File: config.mk
export PLATFORM = sky130hd
export DESIGN_NAME = sensor_conversion_sequencer_ring_flat
export DESIGN_NICKNAME = d
export VERILOG_FILES = /design/src/hdl/scsr_pkg.sv /design/src/hdl/scsr_in_if.sv /design/src/hdl/scsr_out_if.sv /design/src/hdl/sensor_conversion_sequencer_ring.sv /design/src/hdl/scsr_front.sv /design/src/hdl/scsr_back.sv /design/src/flat_wrapper.sv
export SDC_FILE = /design/constraint.sdc
export NUM_CORES = 1
export LEC_CHECK = 0
export ABC_AREA = 1
export ABC_CLOCK_PERIOD_IN_PS = 4300
export BUFFER_PORTS_ARGS = -buffer_cell sky130_fd_sc_hd__buf_2
export CORE_MARGIN = 3
export CORE_UTILIZATION = 31
export CTS_CLUSTER_SIZE = 12
export DETAILED_ROUTE_END_ITERATION = 16
export PLACE_DENSITY = 0.58
export SYNTH_ARGS = -nofsm -noshare
export SYNTH_HDL_FRONTEND = slang
export SYNTH_SLANG_ARGS = --single-unit
File: constraint.sdc
create_clock -name clk_i -period 4.3 [get_ports clk_i]
set_input_delay 0.645 -clock clk_i [delete_from_list [all_inputs] [get_ports clk_i]]
set_output_delay 0.645 -clock clk_i [all_outputs]
set_load 0.01 [all_outputs]
File: src/hdl/scsr_pkg.sv
// ----------------------------------------------------------------------------
// scsr_pkg
// Types, constants and helpers shared by the conversion sequencer and ring.
// ----------------------------------------------------------------------------
package scsr_pkg;

  localparam int SAMPLE_W   = 16;
  localparam int PERIOD_W   = 16;
  localparam int DELAY_W    = 7;
  localparam int RETRY_W    = 3;
  localparam int MAXP_W     = 5;
  localparam int POINTS_W   = 4;
  localparam int CMD_W      = 3;
  localparam int PHASE_W    = 2;

  localparam int RING_DEPTH = 16;
  localparam int PTR_W      = $clog2(RING_DEPTH);
  localparam int CMP_W      = (PTR_W > MAXP_W) ? PTR_W : MAXP_W;

  localparam int QUEUE_DEPTH = 2;
  localparam int QPTR_W      = $clog2(QUEUE_DEPTH);
  localparam int QCNT_W      = $clog2(QUEUE_DEPTH + 1);

  localparam logic [MAXP_W-1:0]   MAX_POINTS   = MAXP_W'(16);
  localparam logic [RETRY_W-1:0]  RETRY_MAX    = RETRY_W'(5);
  localparam logic [DELAY_W-1:0]  DELAY_LONG   = DELAY_W'(100);
  localparam logic [DELAY_W-1:0]  DELAY_SHORT  = DELAY_W'(10);
  localparam logic [PERIOD_W-1:0] PERIOD_RESET = PERIOD_W'(1000);

  // bit positions in commands_issued
  localparam int CMD_START = 0;
  localparam int CMD_POLL  = 1;
  localparam int CMD_READ  = 2;

  // reported conversion state codes
  localparam logic [PHASE_W-1:0] CODE_IDLE     = 2'd0;
  localparam logic [PHASE_W-1:0] CODE_STARTING = 2'd1;
  localparam logic [PHASE_W-1:0] CODE_STARTED  = 2'd2;
  localparam logic [PHASE_W-1:0] CODE_COMPLETE = 2'd3;

  typedef enum logic [1:0] {
    OP_TICK  = 2'd0,
    OP_STEP  = 2'd1,
    OP_READ  = 2'd2,
    OP_FLUSH = 2'd3
  } op_e;

  typedef enum logic [3:0] {
    PH_IDLE     = 4'b0001,
    PH_STARTING = 4'b0010,
    PH_STARTED  = 4'b0100,
    PH_COMPLETE = 4'b1000
  } phase_e;

  typedef struct packed {
    op_e                        op;
    logic                       start_ok;
    logic                       ready_ok;
    logic                       read_ok;
    logic signed [SAMPLE_W-1:0] raw_sample;
    logic [MAXP_W-1:0]          lim;
  } item_t;

  function automatic logic [PTR_W-1:0] ptr_next(input logic [PTR_W-1:0] ptr);
    return (ptr == PTR_W'(RING_DEPTH - 1)) ? '0 : ptr + 1'b1;
  endfunction

  function automatic logic [PTR_W-1:0] held_count(input logic [PTR_W-1:0] wr,
                                                  input logic [PTR_W-1:0] rd);
    logic [PTR_W:0] sum;
    sum = {1'b0, wr} + (PTR_W + 1)'(RING_DEPTH) - {1'b0, rd};
    if (wr >= rd) begin
      return wr - rd;
    end
    return sum[PTR_W-1:0];
  endfunction

  function automatic logic [PHASE_W-1:0] phase_code(input phase_e ph);
    logic [PHASE_W-1:0] code;
    unique case (ph)
      PH_IDLE:     code = CODE_IDLE;
      PH_STARTING: code = CODE_STARTING;
      PH_STARTED:  code = CODE_STARTED;
      PH_COMPLETE: code = CODE_COMPLETE;
      default:     code = CODE_IDLE;
    endcase
    return code;
  endfunction

endpackage

File: src/hdl/scsr_in_if.sv
// ----------------------------------------------------------------------------
// scsr_in_if
// Input channel: one request item with valid/ready handshake.
// ----------------------------------------------------------------------------
interface scsr_in_if;
  logic                                 valid;
  logic                                 ready;
  logic [1:0]                           op;
  logic                                 start_ok;
  logic                                 ready_ok;
  logic                                 read_ok;
  logic signed [scsr_pkg::SAMPLE_W-1:0] raw_sample;
  logic [scsr_pkg::MAXP_W-1:0]          req_points;

  modport source (
    output valid, op, start_ok, ready_ok, read_ok, raw_sample, req_points,
    input  ready
  );
  modport sink (
    input  valid, op, start_ok, ready_ok, read_ok, raw_sample, req_points,
    output ready
  );
endinterface

File: src/hdl/scsr_out_if.sv
// ----------------------------------------------------------------------------
// scsr_out_if
// Output channel: one result item with valid/ready handshake.
// ----------------------------------------------------------------------------
interface scsr_out_if;
  logic                                 valid;
  logic                                 ready;
  logic signed [scsr_pkg::SAMPLE_W-1:0] point_value;
  logic                                 point_valid;
  logic                                 last;
  logic [scsr_pkg::POINTS_W-1:0]        points_held;
  logic [scsr_pkg::PHASE_W-1:0]         conv_state;
  logic [scsr_pkg::CMD_W-1:0]           commands_issued;
  logic                                 temp_updated;
  logic                                 update_error;
  logic                                 temp_changed;
  logic signed [scsr_pkg::SAMPLE_W-1:0] latest_temp;

  modport source (
    output valid, point_value, point_valid, last, points_held, conv_state,
           commands_issued, temp_updated, update_error, temp_changed, latest_temp,
    input  ready
  );
  modport sink (
    input  valid, point_value, point_valid, last, points_held, conv_state,
           commands_issued, temp_updated, update_error, temp_changed, latest_temp,
    output ready
  );
endinterface

File: src/hdl/sensor_conversion_sequencer_ring.sv
// ----------------------------------------------------------------------------
// sensor_conversion_sequencer_ring
// Periodic conversion sequencer with a 16-entry sample ring. Request items
// pass through a two-entry queue into one execute stage that also drives the
// registered result channel. Tick, handler-step and empty-buffer items give
// one result each; a read request gives one per point it returns (1 to 15,
// one result when nothing is returned), one point per cycle unless the result
// channel stalls, and blocks new items until its burst ends. An item passes
// its queue slot, then the result register. The user must write update_period
// through cfg_we_i/cfg_wdata_i while no item is in flight; it is not checked.
// ----------------------------------------------------------------------------
module sensor_conversion_sequencer_ring (
  input  logic                          clk_i,
  input  logic                          rst_ni,
  scsr_in_if.sink                       in_i,
  scsr_out_if.source                    out_o,
  input  logic                          cfg_we_i,
  input  logic [scsr_pkg::PERIOD_W-1:0] cfg_wdata_i
);

  logic [scsr_pkg::PERIOD_W-1:0] update_period_q;
  logic                          item_valid;
  logic                          item_ready;
  scsr_pkg::item_t               item;

  always_ff @(posedge clk_i or negedge rst_ni) begin
    if (!rst_ni) begin
      update_period_q <= scsr_pkg::PERIOD_RESET;
    end else if (cfg_we_i) begin
      update_period_q <= cfg_wdata_i;
    end
  end

  scsr_front u_front (
    .clk_i        (clk_i),
    .rst_ni       (rst_ni),
    .in_i         (in_i),
    .item_valid_o (item_valid),
    .item_o       (item),
    .item_ready_i (item_ready)
  );

  scsr_back u_back (
    .clk_i           (clk_i),
    .rst_ni          (rst_ni),
    .update_period_i (update_period_q),
    .item_valid_i    (item_valid),
    .item_i          (item),
    .item_ready_o    (item_ready),
    .out_o           (out_o)
  );

endmodule

File: src/hdl/scsr_front.sv
// ----------------------------------------------------------------------------
// scsr_front
// Accepts request items, decodes the opcode, clamps the point limit and
// holds them in a two-entry queue for the execute stage.
// ----------------------------------------------------------------------------
module scsr_front (
  input  logic             clk_i,
  input  logic             rst_ni,
  scsr_in_if.sink          in_i,
  output logic             item_valid_o,
  output scsr_pkg::item_t  item_o,
  input  logic             item_ready_i
);

  scsr_pkg::item_t                   slot_q [scsr_pkg::QUEUE_DEPTH];
  logic [scsr_pkg::QPTR_W-1:0]       wr_sel_q, wr_sel_d;
  logic [scsr_pkg::QPTR_W-1:0]       rd_sel_q, rd_sel_d;
  logic [scsr_pkg::QCNT_W-1:0]       cnt_q, cnt_d;
  logic                              push, pop;
  scsr_pkg::item_t                   new_item;

  assign in_i.ready   = (cnt_q != scsr_pkg::QCNT_W'(scsr_pkg::QUEUE_DEPTH));
  assign item_valid_o = (cnt_q != '0);
  assign item_o       = slot_q[rd_sel_q];

  assign push = in_i.valid && in_i.ready;
  assign pop  = item_valid_o && item_ready_i;

  always_comb begin
    new_item.op         = scsr_pkg::op_e'(in_i.op);
    new_item.start_ok   = in_i.start_ok;
    new_item.ready_ok   = in_i.ready_ok;
    new_item.read_ok    = in_i.read_ok;
    new_item.raw_sample = in_i.raw_sample;
    // requests above the result limit are served as the limit
    new_item.lim        = (in_i.req_points > scsr_pkg::MAX_POINTS) ?
                          scsr_pkg::MAX_POINTS : in_i.req_points;
  end

  always_comb begin
    wr_sel_d = wr_sel_q;
    rd_sel_d = rd_sel_q;
    cnt_d    = cnt_q;
    if (push) begin
      wr_sel_d = (wr_sel_q == scsr_pkg::QPTR_W'(scsr_pkg::QUEUE_DEPTH - 1)) ?
                 '0 : wr_sel_q + 1'b1;
    end
    if (pop) begin
      rd_sel_d = (rd_sel_q == scsr_pkg::QPTR_W'(scsr_pkg::QUEUE_DEPTH - 1)) ?
                 '0 : rd_sel_q + 1'b1;
    end
    if (push && !pop) begin
      cnt_d = cnt_q + 1'b1;
    end else if (pop && !push) begin
      cnt_d = cnt_q - 1'b1;
    end
  end

  always_ff @(posedge clk_i or negedge rst_ni) begin
    if (!rst_ni) begin
      wr_sel_q <= '0;
      rd_sel_q <= '0;
      cnt_q    <= '0;
    end else begin
      wr_sel_q <= wr_sel_d;
      rd_sel_q <= rd_sel_d;
      cnt_q    <= cnt_d;
    end
  end

  always_ff @(posedge clk_i) begin
    if (push) begin
      slot_q[wr_sel_q] <= new_item;
    end
  end

endmodule

File: src/hdl/scsr_back.sv
// ----------------------------------------------------------------------------
// scsr_back
// Execute stage: conversion sequencer, sample ring, read-out bursts and the
// result register.
// ----------------------------------------------------------------------------
module scsr_back (
  input  logic                            clk_i,
  input  logic                            rst_ni,
  input  logic [scsr_pkg::PERIOD_W-1:0]   update_period_i,
  input  logic                            item_valid_i,
  input  scsr_pkg::item_t                 item_i,
  output logic                            item_ready_o,
  scsr_out_if.source                      out_o
);

  // sequencer state
  scsr_pkg::phase_e                    phase_q, phase_d;
  logic [scsr_pkg::DELAY_W-1:0]        delay_q, delay_d;
  logic [scsr_pkg::PERIOD_W-1:0]       period_q, period_d;
  logic [scsr_pkg::RETRY_W-1:0]        retries_q, retries_d;
  logic signed [scsr_pkg::SAMPLE_W-1:0] last_temp_q, last_temp_d;

  // ring
  logic signed [scsr_pkg::SAMPLE_W-1:0] ring_q [scsr_pkg::RING_DEPTH];
  logic [scsr_pkg::PTR_W-1:0]          wr_q, wr_d;
  logic [scsr_pkg::PTR_W-1:0]          rd_q, rd_d;
  logic                                ring_we;

  // read-out burst
  logic                                burst_q, burst_d;
  logic [scsr_pkg::MAXP_W-1:0]         left_q, left_d;

  // result register
  logic                                out_valid_q, out_valid_d;
  logic signed [scsr_pkg::SAMPLE_W-1:0] r_value_q;
  logic                                r_valid_q, r_last_q;
  logic [scsr_pkg::POINTS_W-1:0]       r_held_q;
  logic [scsr_pkg::PHASE_W-1:0]        r_state_q;
  logic [scsr_pkg::CMD_W-1:0]          r_cmds_q;
  logic                                r_upd_q, r_err_q, r_chg_q;
  logic signed [scsr_pkg::SAMPLE_W-1:0] r_latest_q;

  // working values of one step
  logic                                ld, emit;
  logic signed [scsr_pkg::SAMPLE_W-1:0] r_value;
  logic                                r_valid, r_last, r_upd, r_err, r_chg;
  logic [scsr_pkg::CMD_W-1:0]          r_cmds;
  scsr_pkg::phase_e                    ph;
  logic [scsr_pkg::RETRY_W-1:0]        ret;
  logic                                do_read;
  logic [scsr_pkg::PTR_W-1:0]          held_now, held_next;
  logic [scsr_pkg::CMP_W-1:0]          held_ext, lim_ext;
  logic [scsr_pkg::MAXP_W-1:0]         n;

  assign ld           = !out_valid_q || out_o.ready;
  assign item_ready_o = !burst_q && ld;

  assign held_now = scsr_pkg::held_count(wr_q, rd_q);
  assign held_ext = scsr_pkg::CMP_W'(held_now);
  assign lim_ext  = scsr_pkg::CMP_W'(item_i.lim);
  assign n        = scsr_pkg::MAXP_W'((held_ext < lim_ext) ? held_ext : lim_ext);

  always_comb begin
    phase_d     = phase_q;
    delay_d     = delay_q;
    period_d    = period_q;
    retries_d   = retries_q;
    last_temp_d = last_temp_q;
    wr_d        = wr_q;
    rd_d        = rd_q;
    burst_d     = burst_q;
    left_d      = left_q;
    ring_we     = 1'b0;
    emit        = 1'b0;
    r_value     = '0;
    r_valid     = 1'b0;
    r_last      = 1'b1;
    r_cmds      = '0;
    r_upd       = 1'b0;
    r_err       = 1'b0;
    r_chg       = 1'b0;
    ph          = phase_q;
    ret         = retries_q;
    do_read     = 1'b0;

    if (burst_q) begin
      if (ld) begin
        emit    = 1'b1;
        r_value = ring_q[rd_q];
        r_valid = 1'b1;
        r_last  = (left_q == scsr_pkg::MAXP_W'(1));
        rd_d    = scsr_pkg::ptr_next(rd_q);
        left_d  = left_q - 1'b1;
        burst_d = (left_q != scsr_pkg::MAXP_W'(1));
      end
    end else if (item_valid_i && ld) begin
      emit = 1'b1;
      unique case (item_i.op)
        scsr_pkg::OP_TICK: begin
          if (delay_q != '0) begin
            delay_d = delay_q - 1'b1;
          end
          if (period_q != '0) begin
            period_d = period_q - 1'b1;
          end
        end
        scsr_pkg::OP_STEP: begin
          if (delay_q == '0) begin
            if (period_q == '0) begin
              period_d = update_period_i;
              if (ph == scsr_pkg::PH_IDLE) begin
                ph = scsr_pkg::PH_STARTING;
              end
            end
            unique case (ph)
              scsr_pkg::PH_STARTING: begin
                r_cmds[scsr_pkg::CMD_START] = 1'b1;
                if (item_i.start_ok) begin
                  ret = scsr_pkg::RETRY_MAX;
                  ph  = scsr_pkg::PH_STARTED;
                end
                delay_d = scsr_pkg::DELAY_LONG;
              end
              scsr_pkg::PH_STARTED: begin
                if (ret == '0) begin
                  r_err = 1'b1;
                  ph    = scsr_pkg::PH_IDLE;
                end else begin
                  r_cmds[scsr_pkg::CMD_POLL] = 1'b1;
                  if (!item_i.ready_ok) begin
                    delay_d = scsr_pkg::DELAY_LONG;
                    ret     = ret - 1'b1;
                  end else begin
                    // a good poll goes straight on to the read
                    ret     = scsr_pkg::RETRY_MAX;
                    ph      = scsr_pkg::PH_COMPLETE;
                    do_read = 1'b1;
                  end
                end
              end
              scsr_pkg::PH_COMPLETE: begin
                do_read = 1'b1;
              end
              default: begin
              end
            endcase
            if (do_read) begin
              if (ret == '0) begin
                r_err = 1'b1;
                ph    = scsr_pkg::PH_IDLE;
              end else begin
                r_cmds[scsr_pkg::CMD_READ] = 1'b1;
                if (!item_i.read_ok) begin
                  delay_d = scsr_pkg::DELAY_SHORT;
                  ret     = ret - 1'b1;
                end else begin
                  r_upd       = 1'b1;
                  ring_we     = 1'b1;
                  wr_d        = scsr_pkg::ptr_next(wr_q);
                  ph          = scsr_pkg::PH_IDLE;
                  r_chg       = (item_i.raw_sample != last_temp_q);
                  last_temp_d = item_i.raw_sample;
                end
              end
            end
            phase_d   = ph;
            retries_d = ret;
          end
        end
        scsr_pkg::OP_READ: begin
          if (n != '0) begin
            r_value = ring_q[rd_q];
            r_valid = 1'b1;
            r_last  = (n == scsr_pkg::MAXP_W'(1));
            rd_d    = scsr_pkg::ptr_next(rd_q);
            left_d  = n - 1'b1;
            burst_d = (n != scsr_pkg::MAXP_W'(1));
          end
        end
        scsr_pkg::OP_FLUSH: begin
          rd_d = wr_q;
        end
        default: begin
        end
      endcase
    end
  end

  assign held_next = scsr_pkg::held_count(wr_d, rd_d);

  always_comb begin
    out_valid_d = out_valid_q;
    if (emit) begin
      out_valid_d = 1'b1;
    end else if (out_o.ready) begin
      out_valid_d = 1'b0;
    end
  end

  always_ff @(posedge clk_i or negedge rst_ni) begin
    if (!rst_ni) begin
      phase_q     <= scsr_pkg::PH_IDLE;
      delay_q     <= '0;
      period_q    <= '0;
      retries_q   <= '0;
      last_temp_q <= '0;
      wr_q        <= '0;
      rd_q        <= '0;
      burst_q     <= 1'b0;
      left_q      <= '0;
      out_valid_q <= 1'b0;
    end else begin
      phase_q     <= phase_d;
      delay_q     <= delay_d;
      period_q    <= period_d;
      retries_q   <= retries_d;
      last_temp_q <= last_temp_d;
      wr_q        <= wr_d;
      rd_q        <= rd_d;
      burst_q     <= burst_d;
      left_q      <= left_d;
      out_valid_q <= out_valid_d;
    end
  end

  always_ff @(posedge clk_i) begin
    if (ring_we) begin
      ring_q[wr_q] <= item_i.raw_sample;
    end
  end

  always_ff @(posedge clk_i) begin
    if (emit) begin
      r_value_q  <= r_value;
      r_valid_q  <= r_valid;
      r_last_q   <= r_last;
      r_held_q   <= scsr_pkg::POINTS_W'(held_next);
      r_state_q  <= scsr_pkg::phase_code(phase_d);
      r_cmds_q   <= r_cmds;
      r_upd_q    <= r_upd;
      r_err_q    <= r_err;
      r_chg_q    <= r_chg;
      r_latest_q <= last_temp_d;
    end
  end

  assign out_o.valid           = out_valid_q;
  assign out_o.point_value     = r_value_q;
  assign out_o.point_valid     = r_valid_q;
  assign out_o.last            = r_last_q;
  assign out_o.points_held     = r_held_q;
  assign out_o.conv_state      = r_state_q;
  assign out_o.commands_issued = r_cmds_q;
  assign out_o.temp_updated    = r_upd_q;
  assign out_o.update_error    = r_err_q;
  assign out_o.temp_changed    = r_chg_q;
  assign out_o.latest_temp     = r_latest_q;

endmodule

File: src/flat_wrapper.sv
// flat-port wrapper written by rule: the top's interface ports become plain ports
module sensor_conversion_sequencer_ring_flat 
  (clk_i, rst_ni, cfg_we_i, cfg_wdata_i, in_i_valid, in_i_op, in_i_start_ok, in_i_ready_ok, in_i_read_ok, in_i_raw_sample, in_i_req_points, in_i_ready, out_o_valid, out_o_point_value, out_o_point_valid, out_o_last, out_o_points_held, out_o_conv_state, out_o_commands_issued, out_o_temp_updated, out_o_update_error, out_o_temp_changed, out_o_latest_temp, out_o_ready);
  scsr_in_if in_i_i ();
  scsr_out_if out_o_i ();
  input  logic clk_i;
  input  logic rst_ni;
  input  logic cfg_we_i;
  input  logic [scsr_pkg::PERIOD_W-1:0] cfg_wdata_i;
  input wire logic [$bits(in_i_i.valid)-1:0] in_i_valid;
  input wire logic [$bits(in_i_i.op)-1:0] in_i_op;
  input wire logic [$bits(in_i_i.start_ok)-1:0] in_i_start_ok;
  input wire logic [$bits(in_i_i.ready_ok)-1:0] in_i_ready_ok;
  input wire logic [$bits(in_i_i.read_ok)-1:0] in_i_read_ok;
  input wire logic [$bits(in_i_i.raw_sample)-1:0] in_i_raw_sample;
  input wire logic [$bits(in_i_i.req_points)-1:0] in_i_req_points;
  output wire logic [$bits(in_i_i.ready)-1:0] in_i_ready;
  output wire logic [$bits(out_o_i.valid)-1:0] out_o_valid;
  output wire logic [$bits(out_o_i.point_value)-1:0] out_o_point_value;
  output wire logic [$bits(out_o_i.point_valid)-1:0] out_o_point_valid;
  output wire logic [$bits(out_o_i.last)-1:0] out_o_last;
  output wire logic [$bits(out_o_i.points_held)-1:0] out_o_points_held;
  output wire logic [$bits(out_o_i.conv_state)-1:0] out_o_conv_state;
  output wire logic [$bits(out_o_i.commands_issued)-1:0] out_o_commands_issued;
  output wire logic [$bits(out_o_i.temp_updated)-1:0] out_o_temp_updated;
  output wire logic [$bits(out_o_i.update_error)-1:0] out_o_update_error;
  output wire logic [$bits(out_o_i.temp_changed)-1:0] out_o_temp_changed;
  output wire logic [$bits(out_o_i.latest_temp)-1:0] out_o_latest_temp;
  input wire logic [$bits(out_o_i.ready)-1:0] out_o_ready;
  assign in_i_i.valid = in_i_valid;
  assign in_i_i.op = in_i_op;
  assign in_i_i.start_ok = in_i_start_ok;
  assign in_i_i.ready_ok = in_i_ready_ok;
  assign in_i_i.read_ok = in_i_read_ok;
  assign in_i_i.raw_sample = in_i_raw_sample;
  assign in_i_i.req_points = in_i_req_points;
  assign in_i_ready = in_i_i.ready;
  assign out_o_valid = out_o_i.valid;
  assign out_o_point_value = out_o_i.point_value;
  assign out_o_point_valid = out_o_i.point_valid;
  assign out_o_last = out_o_i.last;
  assign out_o_points_held = out_o_i.points_held;
  assign out_o_conv_state = out_o_i.conv_state;
  assign out_o_commands_issued = out_o_i.commands_issued;
  assign out_o_temp_updated = out_o_i.temp_updated;
  assign out_o_update_error = out_o_i.update_error;
  assign out_o_temp_changed = out_o_i.temp_changed;
  assign out_o_latest_temp = out_o_i.latest_temp;
  assign out_o_i.ready = out_o_ready;
  sensor_conversion_sequencer_ring u_core (.clk_i(clk_i), .rst_ni(rst_ni), .in_i(in_i_i), .out_o(out_o_i), .cfg_we_i(cfg_we_i), .cfg_wdata_i(cfg_wdata_i));
endmodule
==> results.py, run 1 <==
metrics = {
    "yosys": {
        "synthCells": 1609,
        "async_flop_share_pct": 18.62,
        "synth_compound_area_share_pct": 10.63,
        "synth_ff_type": "edfxtp_1",
        "synthAdderAreaFrac_pct": 1.944,
        "synth_area_mm2": 0.01879,
        "syn-num-nets": 1684,
        "yosysSeqAreaShare_pct": 67.41,
        "synth_top_family_by_area": "simple AND/OR/NAND/NOR gates",
        "synthMuxAreaShare_pct": 0.7591,
        "synth_enable_flop_cells": 354,
        "yosysWarningCount": 0,
        "synthDistinctLibCells": 55,
        "synthXorXnorAreaFrac_pct": 1.678,
        "postSynthAreaPerCell_um2": 11.68,
        "synth_simple_gate_area_share_pct": 13.56,
        "ys_ff_latch": 435,
    },
    "worst_setup_path": {
        "crit_path_top_delay_cell": "dfrtp_1",
        "path_class": "reg -> reg",
        "cp_max_fo": 7,
        "cp-end-kind": "register",
        "cp_data_required_time_ns": 4.63,
        "ff2ff_path_depth": 29,
        "r2r_setup_slack_ns": 0.28,
        "regToRegEndpoint": "u_core.u_back.out_o.points_held[3]$_DFFE_PP_",
        "crit_arrival_ns": 4.35,
        "crit_path_frequent_cell": "nand2_1",
        "r2r_start": "u_core.u_back.wr_q[1]$_DFF_PN0_",
        "worst_setup_path_start_kind": "register",
        "critPathBufInv": 6,
        "cpPeakStageDelay_ns": 0.41,
        "crit_family": "simple AND/OR/NAND/NOR gates",
    },
    "sta": {
        "fin_crit_sh_pct": 93.41,
        "period_needed_ns": 4.017,
        "tns_ns": 0,
        "max_freq_mhz": 249.0,
        "finalSetupViolCount": 0,
        "finClkSkew_ns": 0.02178,
        "max_slew.worst_pin.slew_ns": 1.068,
        "timing_hold_violations_final": 0,
        "relSlewSlack_pct": 28.79,
        "final_max_slew_viol_count": 0,
    },
    "power_and_ir_drop": {
        "intPower_mw": 9.823,
        "seqPwrFrac_pct": 37.3,
        "finalPower_mw": 15.72,
        "p_sw_mw": 5.896,
        "powerDensity_mw_per_mm2": 712.4,
        "p_comb_share_pct": 37.4,
        "netSwitchingFraction_pct": 37.51,
        "p_leak_nw": 8.415,
        "vdd_drop_max_uv": 378.0,
        "clkPwrFrac_pct": 25.3,
    },
    "layout": {
        "n_antenna_cell": 0,
        "finalNetCount": 1823,
        "final_layout_size_suffix_gt1_share_pct": 19.00,
        "area_growth_pct": 17.44,
    },
    "floorplanning": {
        "num_rows": 89,
        "design.die.area_mm2": 0.06360,
        "fp.dieH_um": 252.2,
        "initial_core_util_pct": 31.60,
        "core_mm2": 0.05946,
        "io_pins": 95,
        "die_w_um": 252.2,
    },
    "cts": {
        "cts_sinks": 435,
        "cts_tree": "built",
        "cts_buffers": 47,
        "cts.clk_slew.worst_paths_ns": 0.06,
        "cts-root-buf": "clkbuf_16",
        "cts_max_path_buffers": 3,
        "clk_latency_ns": 0.59,
        "hold_buffers": 0,
        "cts-htree-levels": 2,
    },
    "route": {
        "drtIter0Drc": 1042,
        "routedWlPerCell_um": 18.78,
        "num_vias": 12720,
        "postRouteAntennaNets": 0,
        "route.detailed.drc": 0,
        "viasPerCell": 4.973,
        "dr.pass1.iters": 5,
        "drt_wl_total_mm": 48.02,
    },
    "placed_design": {
        "dp.final_hpwl_mm": 28.72,
        "io_buffers": 94,
        "place_congestion": 0.8158,
    },
    "run": {
        "maxCapViolCount": 0,
    },
    "grt": {
        "grt_start_max_net_pins": 129,
        "grt_pass1_wl_mm": 72.82,
        "antenna_found_initial": 0,
        "grt_pass1_vias": 12590,
        "overflow": 0,
        "grt_usage_pct": 14.94,
    },
    "worst_hold_path": {
        "min_path_type": "in -> async",
    },
    "run_status": {
        "status": "finished clean",
    },
}
-- worst register-to-register path: cells and delay by family (launching register included) --
kind                     cells  cell delay, ns
flip-flops                   1            0.41
adder cells (fa/ha/maj)      4            1.01
AND/OR/NAND/NOR             15            1.34
AO/OA/AOI/OAI                4            0.45
buffers and inverters        6            0.57
-- cell usage in the layout, fill, tap and decap left out, types with 6 or more instances in the layout --
| cell type | synthesis | routed |
|---|---|---|
| inv_1 | 98 | 94 |
| a21oi_1 | 53 | 53 |
| nand2_1 | 264 | 260 |
| nand2_2 | 13 | 17 |
| clkinv_2 | 1 | 10 |
| nor2_1 | 182 | 179 |
| clkbuf_16 | 0 | 48 |
| edfxtp_1 | 354 | 354 |
| dfrtp_1 | 74 | 73 |
| ha_1 | 26 | 21 |
| o21ai_0 | 167 | 164 |
| o211ai_1 | 15 | 15 |
| nand3_1 | 65 | 65 |
| nand4_1 | 8 | 8 |
| o22ai_1 | 19 | 18 |
| clkbuf_1 | 55 | 16 |
| nor2_2 | 12 | 15 |
| buf_2 | 6 | 93 |
| buf_4 | 2 | 69 |
| nand2_4 | 9 | 9 |
| mux2_2 | 10 | 10 |
| dfstp_2 | 7 | 7 |
| nor3_1 | 6 | 6 |
| xor2_1 | 30 | 29 |
| o221ai_1 | 42 | 42 |
| a32o_1 | 10 | 10 |
| inv_2 | 9 | 12 |
-- registers in the layout (all words and copies together), names as in the netlist, 2 cells and up --
signal and cells:
u_core.u_back.left_q 5, u_core.u_back.out_o.commands_issued 3, u_core.u_back.out_o.latest_temp 16, u_core.u_back.ring_q 256
u_core.u_back.phase_q 4, u_core.u_back.rd_q 4, u_core.u_front.slot_q 52, u_core.update_period_q 16
u_core.u_front.cnt_q 2, u_core.u_back.retries_q 3, u_core.u_back.out_o.point_value 16, u_core.u_back.delay_q 7
u_core.u_back.out_o.points_held 4, u_core.u_back.period_q 16, u_core.u_back.out_o.conv_state 2, u_core.u_back.last_temp_q 16
u_core.u_back.wr_q 4
-- cell usage after synthesis, types with 3 or more instances --
| cell | instances | area share [%] |
|---|---|---|
| o21ai_2 | 3 | 0.14 |
| nor3_1 | 6 | 0.16 |
| nor2_1 | 182 | 3.6 |
| edfxtp_1 | 354 | 57 |
| nor4_1 | 3 | 0.10 |
| nand2_2 | 13 | 0.43 |
| clkbuf_1 | 55 | 1.1 |
| dfrtp_1 | 74 | 9.9 |
| ha_1 | 26 | 1.7 |
| nand4_1 | 8 | 0.27 |
| o221ai_1 | 42 | 2.0 |
| nor2_2 | 12 | 0.40 |
| o211ai_1 | 15 | 0.60 |
| o22ai_1 | 19 | 0.63 |
| inv_1 | 98 | 2.0 |
| a31oi_1 | 6 | 0.20 |
| nand2_4 | 9 | 0.54 |
| mux2i_1 | 3 | 0.16 |
| xor2_1 | 30 | 1.4 |
| o21ai_0 | 167 | 4.4 |
| buf_6 | 5 | 0.30 |
| nand3_2 | 5 | 0.27 |
| o21ai_1 | 5 | 0.13 |
| xnor2_1 | 6 | 0.28 |
| nand3b_1 | 3 | 0.12 |
| nand3_1 | 65 | 1.7 |
| mux2_2 | 10 | 0.60 |
| buf_2 | 6 | 0.16 |
| dfstp_2 | 7 | 0.98 |
| nor2_4 | 4 | 0.24 |
| a21oi_1 | 53 | 1.4 |
| inv_2 | 9 | 0.18 |
| a32o_1 | 10 | 0.53 |
| buf_1 | 5 | 0.10 |
| nand2_1 | 264 | 5.3 |
-- routing by layer --
metal  global-route usage, %  vias up  part of all wire, %
met2                   24.58      409                   47
met4                   4.993        0                  3.0
met3                   3.355       87                  6.9
met1                   19.62     6242                   43
li1                        -     5978                    -
met5                       0        -                    0
-- what timing repair did --
| action | CTS | global route |
|---|---|---|
| setup buffers | 1 | 3 |
| endpoints found under the setup margin | 3 | 3 |
| pin swaps | 1 | 8 |
| resized for setup | 2 | 19 |
| cloned | 0 | 0 |
-- how the worst max path moves through the flow --
stage	start	end	slack [ns]	depth (start not counted)
2_1_floorplan	u_core.u_back.rd_q[1]$_DFF_PN0_	u_core.u_back.out_o.points_held[3]$_DFFE_PP_	0.04	31
3_3_place_gp	u_core.u_back.wr_q[0]$_DFF_PN0_	u_core.u_back.out_o.points_held[3]$_DFFE_PP_	0.01	28
4_1_cts	u_core.u_back.wr_q[0]$_DFF_PN0_	u_core.u_back.out_o.points_held[3]$_DFFE_PP_	0.007	30
5_1_grt	u_core.u_back.wr_q[1]$_DFF_PN0_	u_core.u_back.out_o.points_held[3]$_DFFE_PP_	-0.04	30
6_report	u_core.u_back.wr_q[1]$_DFF_PN0_	u_core.u_back.out_o.points_held[3]$_DFFE_PP_	0.28	29
3_5_place_dp	u_core.u_back.wr_q[0]$_DFF_PN0_	u_core.u_back.out_o.points_held[3]$_DFFE_PP_	-0.11	28
-- per-stage QoR --
step	cells	worst slack, ns	instance area, um^2	hold WS (ns)	util, %
4_1_cts	2554	0.006594	21950	0.08356	36.91
2_1_floorplan	1609	0.03591	18800	0.3494	-
6_report	2557	0.2834	22070	0.09811	37.11
3_5_place_dp	2468	-0.1101	20430	0.4827	34.35
5_1_grt	2557	-0.04272	22070	0.1150	37.11
3_3_place_gp	2468	0.01427	20430	0.4768	34.35
-- kinds of logic after synthesis --
| family | Yosys count |
|---|---|
| XOR/XNOR | 36 |
| AND/OR/NAND/NOR | 582 |
| flip-flops | 435 |
| adder cells (fa/ha/maj) | 28 |
| multiplexers | 13 |
| buffers and inverters | 184 |
| AO/OA/AOI/OAI | 331 |
-- power groups by stage --
stage	registers (mW)	clock network (mW)	logic, mW
finish	5.87	3.98	5.88
global route	5.93	4.26	6.50
CTS	5.87	4.08	5.70
detailed placement	5.95	0	5.64
global placement	5.94	0	5.50
floorplan	5.97	0	3.59
-- final cells by class --
| cell class | instances | area (um^2) |
|---|---|---|
| fill | 5788 | 37400 |
| sequential | 435 | 12670 |
| multi-input combinational | 990 | 5487 |
| clock buffer | 67 | 1303 |
| timing repair buffer | 163 | 1003 |
| tap | 773 | 967.2 |
| inverter | 111 | 429.2 |
| clock inverter | 18 | 207.7 |
(Power assumes the default switching activity.)
==> run 2: changes to the inputs <==
Settings changed: CTS_BUF_LIST from default to sky130_fd_sc_hd__clkbuf_4, SKIP_LAST_GASP from default to 1.
==> run 2 against run 1 <==
Compared with the run above:
- register-to-register slack about the same
- global-route usage up 0.27 points
- routed wire length up 1.8%
- combinational power about the same
- core utilization up 0.53 points
- largest cell class unchanged
- non-clock buffer count up 39
==> results.py, run 2 (synthesis results as in run 1) <==
metrics = {
    "run_status": {
        "status": "finished clean",
    },
    "placed_design": {
        "place_congestion": 0.8158,
        "io_buffers": 94,
        "numPlacedInstances": 2468,
        "dp.final_hpwl_mm": 28.72,
    },
    "worst_setup_path": {
        "path_class": "reg -> reg",
        "cp_data_required_time_ns": 4.89,
        "cp-end-kind": "register",
        "crit_path_top_delay_cell": "dfrtp_1",
        "cpPeakStageDelay_ns": 0.39,
        "crit_path_frequent_cell": "nand2_1",
        "ff2ff_path_depth": 31,
        "worst_setup_path_start_kind": "register",
        "crit_arrival_ns": 4.60,
        "cp_max_fo": 5,
    },
    "route": {
        "viasPerCell": 4.907,
        "drt_wl_total_mm": 48.88,
        "num_vias": 13350,
        "dr.pass1.iters": 7,
        "route.detailed.drc": 0,
        "drtIter0Drc": 986,
        "routedWlPerCell_um": 17.97,
        "postRouteAntennaNets": 0,
    },
    "power_and_ir_drop": {
        "seqPwrFrac_pct": 38.4,
        "powerDensity_mw_per_mm2": 682.2,
        "intPower_mw": 9.304,
        "clkPwrFrac_pct": 22.9,
        "vdd_drop_max_uv": 380.9,
        "p_sw_mw": 5.965,
        "p_comb_share_pct": 38.7,
        "p_leak_nw": 8.676,
        "netSwitchingFraction_pct": 39.06,
    },
    "sta": {
        "relSlewSlack_pct": 27.29,
        "max_freq_mhz": 249.2,
        "finalSetupViolCount": 0,
        "fin_crit_sh_pct": 93.32,
        "finClkSkew_ns": 0.05717,
        "max_slew.worst_pin.slew_ns": 1.091,
        "timing_hold_violations_final": 0,
        "period_needed_ns": 4.013,
        "tns_ns": 0,
        "whs_ns": 0.1421,
        "final_max_slew_viol_count": 0,
    },
    "grt": {
        "grt_usage_pct": 15.22,
        "grt_pass1_wl_mm": 74.46,
        "grt_pass1_vias": 13390,
        "antenna_found_initial": 2,
        "overflow": 0,
        "grt_start_max_net_pins": 129,
    },
    "floorplanning": {
        "fp.dieH_um": 252.2,
        "io_pins": 95,
        "num_rows": 89,
        "design.die.area_mm2": 0.06360,
        "initial_core_util_pct": 31.60,
        "die_w_um": 252.2,
        "core_mm2": 0.05946,
    },
    "cts": {
        "cts.clk_slew.worst_paths_ns": 0.07,
        "cts_sinks": 435,
        "cts-htree-levels": 3,
        "cts_max_path_buffers": 3,
        "cts_tree": "built",
        "cts_buffers": 113,
        "clk_latency_ns": 0.87,
        "cts-root-buf": "clkbuf_4",
    },
    "layout": {
        "final_cell_mix": "edfxtp_1, nand2_1, nor2_1, clkbuf_4, o21ai_0",
        "finalNetCount": 1928,
        "layout_commonest_cell": "edfxtp_1",
        "largest_register_ffs": 256,
        "top_regs": "u_core.u_back.ring_q (256), u_core.u_front.slot_q (52)",
        "top_register": "u_core.u_back.ring_q",
        "n_fill_cell": 5812,
        "area_growth_pct": 19.12,
        "stdcell_count": 2720,
        "final_layout_size_suffix_gt1_share_pct": 22.84,
    },
    "worst_hold_path": {
        "min_path_type": "in -> reg",
        "hold_depth": 3,
    },
    "run": {
        "maxCapViolCount": 0,
    },
}
-- run 2: cell type report --
type                            count  area [um^2]  share of cell area (%)
Multi-Input combinational cell    990         5487                   24.51
Inverter                          111        429.2                   1.917
Antenna cell                        7        17.52                 0.07826
Clock inverter                     37        178.9                  0.7994
Clock buffer                      165         1239                   5.534
Sequential cell                   435        12670                   56.61
Timing Repair Buffer              202         1394                   6.228
Tap cell                          773        967.2                   4.321
-- run 2: worst paths after layout --
kind,startpoint,endpoint,slack (ns)
max,u_core.u_back.wr_q[0]$_DFF_PN0_,u_core.u_back.out_o.points_held[3]$_DFFE_PP_,0.29
min,in_i_req_points[3],u_core.u_front.slot_q[0][3]$_DFFE_PP_,0.14
max reg2reg,u_core.u_back.wr_q[0]$_DFF_PN0_,u_core.u_back.out_o.points_held[3]$_DFFE_PP_,0.29
min reg2reg,u_core.update_period_q[6]$_DFFE_PN1P_,u_core.update_period_q[6]$_DFFE_PN1P_,0.49
max in group asynchronous,rst_ni,u_core.u_back.phase_q[0]$_DFF_PN1_,3.00
min in group asynchronous,rst_ni,u_core.u_back.period_q[4]$_DFFE_PN0P_,0.38
-- run 2: power by group through the flow --
stage / clock network, mW / logic (mW) / registers [mW]
after floorplan: 0 / 3.59 / 5.97
after global placement: 0 / 5.50 / 5.94
after detailed placement: 0 / 5.64 / 5.95
after CTS: 3.61 / 5.75 / 5.87
after global routing: 3.84 / 6.51 / 5.93
final: 3.49 / 5.91 / 5.87
-- run 2: metrics by stage --
step / total power, mW / instance area, um^2 / utilization (%) / worst slack (ns)
after floorplan: 9.560 / 18800 / - / 0.03591
after global placement: 11.45 / 20430 / 34.35 / 0.01427
after detailed placement: 11.58 / 20430 / 34.35 / -0.1101
after CTS: 15.23 / 22270 / 37.44 / 0.03735
after global routing: 16.29 / 22380 / 37.64 / -0.06038
final: 15.27 / 22380 / 37.64 / 0.2874
-- run 2: metal layers --
layer | wire length (um) | vias up | global-route usage, %
met5 | 0 | - | 0
met3 | 3528 | 100 | 3.735
met4 | 1523 | 0 | 6.114
met2 | 23120 | 457 | 24.76
li1 | - | 6267 | -
met1 | 20710 | 6523 | 19.58
-- run 2: worst max-delay path, delay by kind of cell, from the launching register on --
family          cells  cell delay, ns
fa+ha+maj           5            1.16
buf+inv             8            0.62
flops               1            0.39
simple gates       14            0.99
xor+xnor            1            0.20
compound gates      3            0.35
-- run 2: what timing repair did --
action | CTS | global route
hold endpoints to repair | 103 | 0
pin swaps | 3 | 6
hold buffers | 39 | 0
endpoints found under the setup margin | 3 | 3
setup buffers | 1 | 3
gates resized for setup | 4 | 19
